==> src/rtl/tcw_pkg.sv <==
// Package for the text console writer: geometry, character codes and the
// command/status types between controller and datapath. No dependencies.
`timescale 1ns / 1ps
`default_nettype none
package tcw_pkg;

    localparam int COLUMNS = 80;
    localparam int ROWS    = 25;
    localparam int CELLS   = ROWS * COLUMNS;

    localparam int IDX_W  = 11;
    localparam int ADDR_W = $clog2(CELLS);
    localparam int CNT_W  = $clog2(CELLS + 1);
    localparam int COL_W  = $clog2(COLUMNS);
    localparam int ROW_W  = $clog2(ROWS);
    localparam int PADDR_W = 3;

    localparam logic [7:0] CH_CR       = 8'd13;
    localparam logic [7:0] CH_LF       = 8'd10;
    localparam logic [7:0] CH_SPACE    = 8'd32;
    localparam logic [7:0] COLOR_RESET = 8'd10;

    localparam logic OP_PUT  = 1'b0;
    localparam logic OP_READ = 1'b1;

    localparam logic [PADDR_W-1:0] REG_TEXT_COLOR = PADDR_W'(0);

    typedef struct packed {
        logic accept;
        logic clear_step;
        logic copy_step;
        logic fill_step;
        logic read_done;
        logic scroll_done;
    } t_cmd;

    typedef struct packed {
        logic op_read;
        logic put_scrolls;
        logic out_free;
        logic clear_last;
        logic copy_last;
        logic fill_last;
    } t_sts;

endpackage
`default_nettype wire

==> src/rtl/tcw_ctrl.sv <==
// Controller for the text console: clear pass, read wait, scroll copy/fill.
// Depends on tcw_pkg for the command and status types.
`timescale 1ns / 1ps
`default_nettype none
module tcw_ctrl
    import tcw_pkg::*;
(
    input  wire logic i_clk,
    input  wire logic i_rst_n,
    input  wire logic i_in_valid,
    output logic      o_in_ready,
    input  wire t_sts i_sts,
    output t_cmd      o_cmd
);

    typedef enum logic [4:0] {
        S_CLEAR = 5'b00001,
        S_IDLE  = 5'b00010,
        S_READ  = 5'b00100,
        S_COPY  = 5'b01000,
        S_FILL  = 5'b10000
    } t_state;

    t_state r_state, n_state;

    always_comb begin
        n_state    = r_state;
        o_cmd      = '0;
        o_in_ready = 1'b0;
        case (r_state)
            S_CLEAR: begin
                o_cmd.clear_step = 1'b1;
                if (i_sts.clear_last) n_state = S_IDLE;
            end
            S_IDLE: begin
                o_in_ready   = i_sts.out_free;
                o_cmd.accept = i_in_valid && i_sts.out_free;
                if (o_cmd.accept) begin
                    if (i_sts.op_read) n_state = S_READ;
                    else if (i_sts.put_scrolls) n_state = S_COPY;
                end
            end
            S_READ: begin
                o_cmd.read_done = 1'b1;
                n_state = S_IDLE;
            end
            S_COPY: begin
                o_cmd.copy_step = 1'b1;
                if (i_sts.copy_last) n_state = S_FILL;
            end
            S_FILL: begin
                o_cmd.fill_step = 1'b1;
                if (i_sts.fill_last) begin
                    o_cmd.scroll_done = 1'b1;
                    n_state = S_IDLE;
                end
            end
            default: n_state = S_IDLE;
        endcase
    end

    always_ff @(posedge i_clk) begin
        if (!i_rst_n) r_state <= S_CLEAR;
        else r_state <= n_state;
    end

    // clear pass runs once after reset only
    a_no_reclear: assert property (@(posedge i_clk) disable iff (!i_rst_n)
        (r_state != S_CLEAR) |=> (r_state != S_CLEAR))
        else $error("clear pass re-entered");
    a_read_one_cycle: assert property (@(posedge i_clk) disable iff (!i_rst_n)
        (o_cmd.accept && i_sts.op_read) |=> (r_state == S_READ) ##1 (r_state == S_IDLE))
        else $error("read did not complete in one cycle");
    a_copy_then_fill: assert property (@(posedge i_clk) disable iff (!i_rst_n)
        (r_state == S_FILL) |-> ($past(r_state) == S_COPY || $past(r_state) == S_FILL))
        else $error("fill entered without copy");

endmodule
`default_nettype wire

==> config.mk <==
export PLATFORM = sky130hd
export DESIGN_NAME = tcw_ctrl
export DESIGN_NICKNAME = d
export VERILOG_FILES = /design/src/rtl/tcw_pkg.sv /design/src/rtl/tcw_ctrl.sv
export SDC_FILE = /design/constraint.sdc
export NUM_CORES = 1
export LEC_CHECK = 0
export BUFFER_PORTS_ARGS = -buffer_cell sky130_fd_sc_hd__buf_2
export CAP_MARGIN = 5
export CORE_AREA = 2 2 39 41
export CTS_CLUSTER_SIZE = 24
export DETAILED_ROUTE_END_ITERATION = 8
export DIE_AREA = 0 0 41 43
export GPL_TIMING_DRIVEN = 0
export HOLD_SLACK_MARGIN = 0.02
export SYNTH_ARGS = -nofsm -noshare
export SYNTH_HDL_FRONTEND = slang
export SYNTH_SLANG_ARGS = --single-unit
==> constraint.sdc <==
create_clock -name i_clk -period 1.4 [get_ports i_clk]
set_clock_uncertainty 0.05 [all_clocks]
set_input_delay 0.07 -clock i_clk [delete_from_list [all_inputs] [get_ports i_clk]]
set_output_delay 0.07 -clock i_clk [all_outputs]
set_load 0.005 [all_outputs]
==> Word-level counts from Yosys, hierarchy flattened <==
Index checks and enable logic that the tools add are counted.
W data, S select, Z words.
{ "word_totals": {"output_inout_bits": 7, "input_bits": 9, "regBits": 5, "wordCells": 28} }
{ "classes": {"n_eq_ne": 10, "n_reduce_logical": 2, "muxes": 15} }
{ "op_table": {"columns": ["cell", "n"], "rows": [
  ["$mux W5", 6],
  ["$pmux W5 S4", 1],
  ["$mux W1", 8],
  ["$ne A2 B2 Y1 const B", 4],
  ["$eq A5 B1 Y1 const B", 1],
  ["$eq A5 B2 Y1 const B", 1],
  ["$eq A5 B3 Y1 const B", 1],
  ["$eq A5 B4 Y1 const B", 1],
  ["$eq A5 B5 Y1 const B", 1],
  ["$reduce_and A5 Y1", 1],
  ["$ne A3 B3 Y1 const B", 1],
  ["$logic_and A1 B1 Y1", 1]
]} }

==> Logic depth before layout (Yosys ltp) <==
{ "depth": {"depth_word": 4, "depth_mapped": 4} }

==> Worst setup path after synthesis <==
Ideal clock, no wire load.
{ "synth_path": {"kind": "reg-to-reg", "start": "reg r_state[4]", "end": "reg r_state[3]", "path_stages_with_launch": 5, "slack_ns": 0.189, "t_arrival_ns": 1.103, "path_cell_list": "dfxtp_1 or2_4 nor4b_4 and2b_2 o21a_1"} }
{ "synth_between": {"elab_chain_cells": 3, "elab_cells_between_ends": 11} }
{ "synth_rtl": {"columns": ["item", "line", "rtl"], "rows": [
  ["start, declared", "tcw_ctrl.sv:24", "t_state r_state, n_state;"],
  ["start signal, assigned", "tcw_ctrl.sv:64", "else r_state <= n_state;"],
  ["$eq A5 B2 Y1 (tied with other cells)", "tcw_ctrl.sv:30", "case (r_state)"],
  ["$ne A3 B3 Y1 (no line) or $ne A2 B2 Y1 (tied branches)", null, null],
  ["$reduce_and A5 Y1 (no line)", null, null]
]} }
Parallel ways exist; a longest one is shown, timed or not.
A chain may end at the register's enable or synchronous reset.

==> key figures <==
Place
  – Place WS: 0.1504 ns
  – I/O Buffers: 15
  – Placed wire-length estimate: approximately 550 um
  – Routability cong.: 0.6671

Logic synthesis
  – Simple-gate share of the synthesized area: a little under three fifths
  – Synth Area in XOR/XNOR: 0%
  – Synth Instances: 35
  – Post-synth cell types: 19
  – Synth area leader: dfxtp_1
  – Compound-gate portion of the synthesized area: a little under a tenth
  – Mapped Nets: 44
  – Register area share after synthesis: between 30% and 40%
  – Mux share of post-synthesis cell area: 0%
  – Yosys warns: 0
  – Synth Register Bits: 5
  – Post-Synth Adder-Cell Area: 0%
  – Syn Area/Cell: about 8.6 um^2
  – Synth area leaders: dfxtp_1, nor4b_4, nor3_1
  – Synthesized area: approximately 300 um^2
  – Synth top area share: around a third
  – Largest family of logic cells by synthesized area: simple AND/OR/NAND/NOR gates

Detailed routing
  – TritonRoute pass-1 iters: 4
  – Starting DRT DRC Count: 7
  – WL per Instance: between 9 and 10 um
  – Vias: around 330
  – Vias/cell: between 4 and 5
  – DRC: 0
  – Total Wirelength: between 700 and 800 um
  – Post-route ant nets: 0

Global route
  – Largest net degree at the start of global routing: 8
  – Vias in the first global route: roughly 290
  – GRT Overall Usage: 9.337%
  – Antenna violations before repair: 0
  – First-pass GRT wire length: 1048 um
  – Global route overflow: 0

Die
  – Die area: around 1800 um^2
  – Num rows: 14
  – Initial Util: a little over a fifth
  – Die Ht: roughly 43 um
  – IO Pins: 16
  – Placeable core region: around 1400 um^2
  – Die Width: 41 um

Clock network
  – Reg clk slew, reported paths: 0.04 ns
  – Max clock buf depth: 2
  – H-tree depth: 1
  – Clock Tree Root: clkbuf_4
  – Clk_lat worst skew: 0.24 ns
  – CTS tree: done
  – CTS Sinks: 5
  – CTS Buf Count: 3

Cells and area
  – Antenna Cells: 0
  – Top Registers: r_state x5
  – # nets final: 66
  – Layout cell share with drive strength beyond 1: between 50% and 60%
  – Largest Register: r_state
  – P&R area growth vs syn: 54.17%
  – Number of flip-flops in the largest register: 5

Timing
  – Slew headroom: just under 90%
  – Transition time of the tightest slew-check pin: around 0.2 ns
  – Fin crit share: a little over nine tenths
  – FMAX: between 0.7 and 0.8 GHz
  – Setup Viol. Count Final: 0
  – Min Hold Slack: ~0.047 ns
  – Post-layout min period: between 1 and 1.5 ns
  – Final Hold Violating Endpoints: 0
  – RSZ-0062 raised after global routing: yes
  – Max-slew violation count: 0
  – Final worst setup slack: ~0.067 ns

Setup path
  – Crit path launch type: register
  – Required @ worst endpoint: between 1 and 1.5 ns
  – Crit path capture type: primary output
  – CP max FO: 6
  – Worst Path Arrival: ~1.2 ns
  – Critical path type: register to primary output

Hold path
  – Worst Hold Class: primary input to register

Pwr
  – PnR Total Power: 0.3846 mW
  – Power per cell area: about 830 nW/um^2
  – Peak VDD IR: about 0.44 mV
  – Leakage: between 0.2 and 0.25 nW

Job
  – Maxcap violations: 0

Status
  – Status: finished clean
final cells by class:
cell class                 instances  area [um^2]
clock buffer                       4        26.28
fill                             161        920.9
multi-input combinational         30        219.0
sequential                         5        105.1
tap                               16        20.02
timing repair buffer              17        92.59
synth_stat cells (all sizes together):
library cell	count
dfxtp	5
and3	4
nor2	4
nor3	4
and2	2
and2b	2
nand2	2
nand3	2
nor4b	2
a21boi	1
nand4	1
nand4b	1
nor3b	1
o211ai	1
o21a	1
o21ai	1
or2	1
routing by layer:
metal,GRT usage [%],routed length [um]
met5,0,0
met4,6.000,10
met3,6.283,36
met2,13.75,358
met1,9.003,297
timing repair:
item	CTS	global route
hold endpoints to repair	2	0
resized for setup	2	7
buffers inserted	0	1
pin swaps	1	1
hold buffers	1	0
endpoints found under the setup margin	3	5
report_power, final:
part	internal (mW)	total, mW	switching (mW)
Sequential	0.150	0.162	0.0118
Clock	0.108	0.164	0.0567
Combinational	0.0328	0.0582	0.0254
worst max-delay path: stages (launching register included):
cell and delay, ns:
dfxtp_1 0.34, or2_4 0.27, nor4b_4 0.21, buf_2 0.15
cell families after synthesis:
kind of cell and Yosys count:
AND/OR/NAND/NOR 26, flip-flops 5, AO/OA/AOI/OAI 4
final timing paths:
kind	from	endpoint	slack, ns	depth (start not counted)
setup reg to reg	r_state[4]$_SDFFE_PN0P_	r_state[3]$_SDFFE_PN0P_	0.15	4
setup / recovery	r_state[4]$_SDFFE_PN0P_	o_cmd[3]	0.07	3
hold reg to reg	r_state[0]$_SDFFE_PN1P_	r_state[0]$_SDFFE_PN1P_	0.59	2
hold / removal	i_sts[5]	r_state[2]$_SDFFE_PN0P_	0.05	3
per-stage QoR:
stage / cells / instance area, um^2 / setup TNS, ns / util [%]
finish: 72 / 462.9 / 0 / 33.45
global route: 72 / 462.9 / -0.05845 / 33.45
CTS: 71 / 435.4 / 0 / 31.46
detailed placement: 66 / 395.4 / 0 / 28.57
global placement: 66 / 395.4 / 0 / 28.57
floorplan: 35 / 300.3 / 0 / -
placed cells by master, fill, tap and decap left out, types with 2 or more instances in the layout:
master    count
clkbuf_4      3
dfxtp_2       4
nand3_1       2
nor3_1        4
nor2_1        3
buf_2        15
nand2_1       2
and3_1        2
and2b_2       2
and2_1        2
Power figures use the tool's default switching activity.
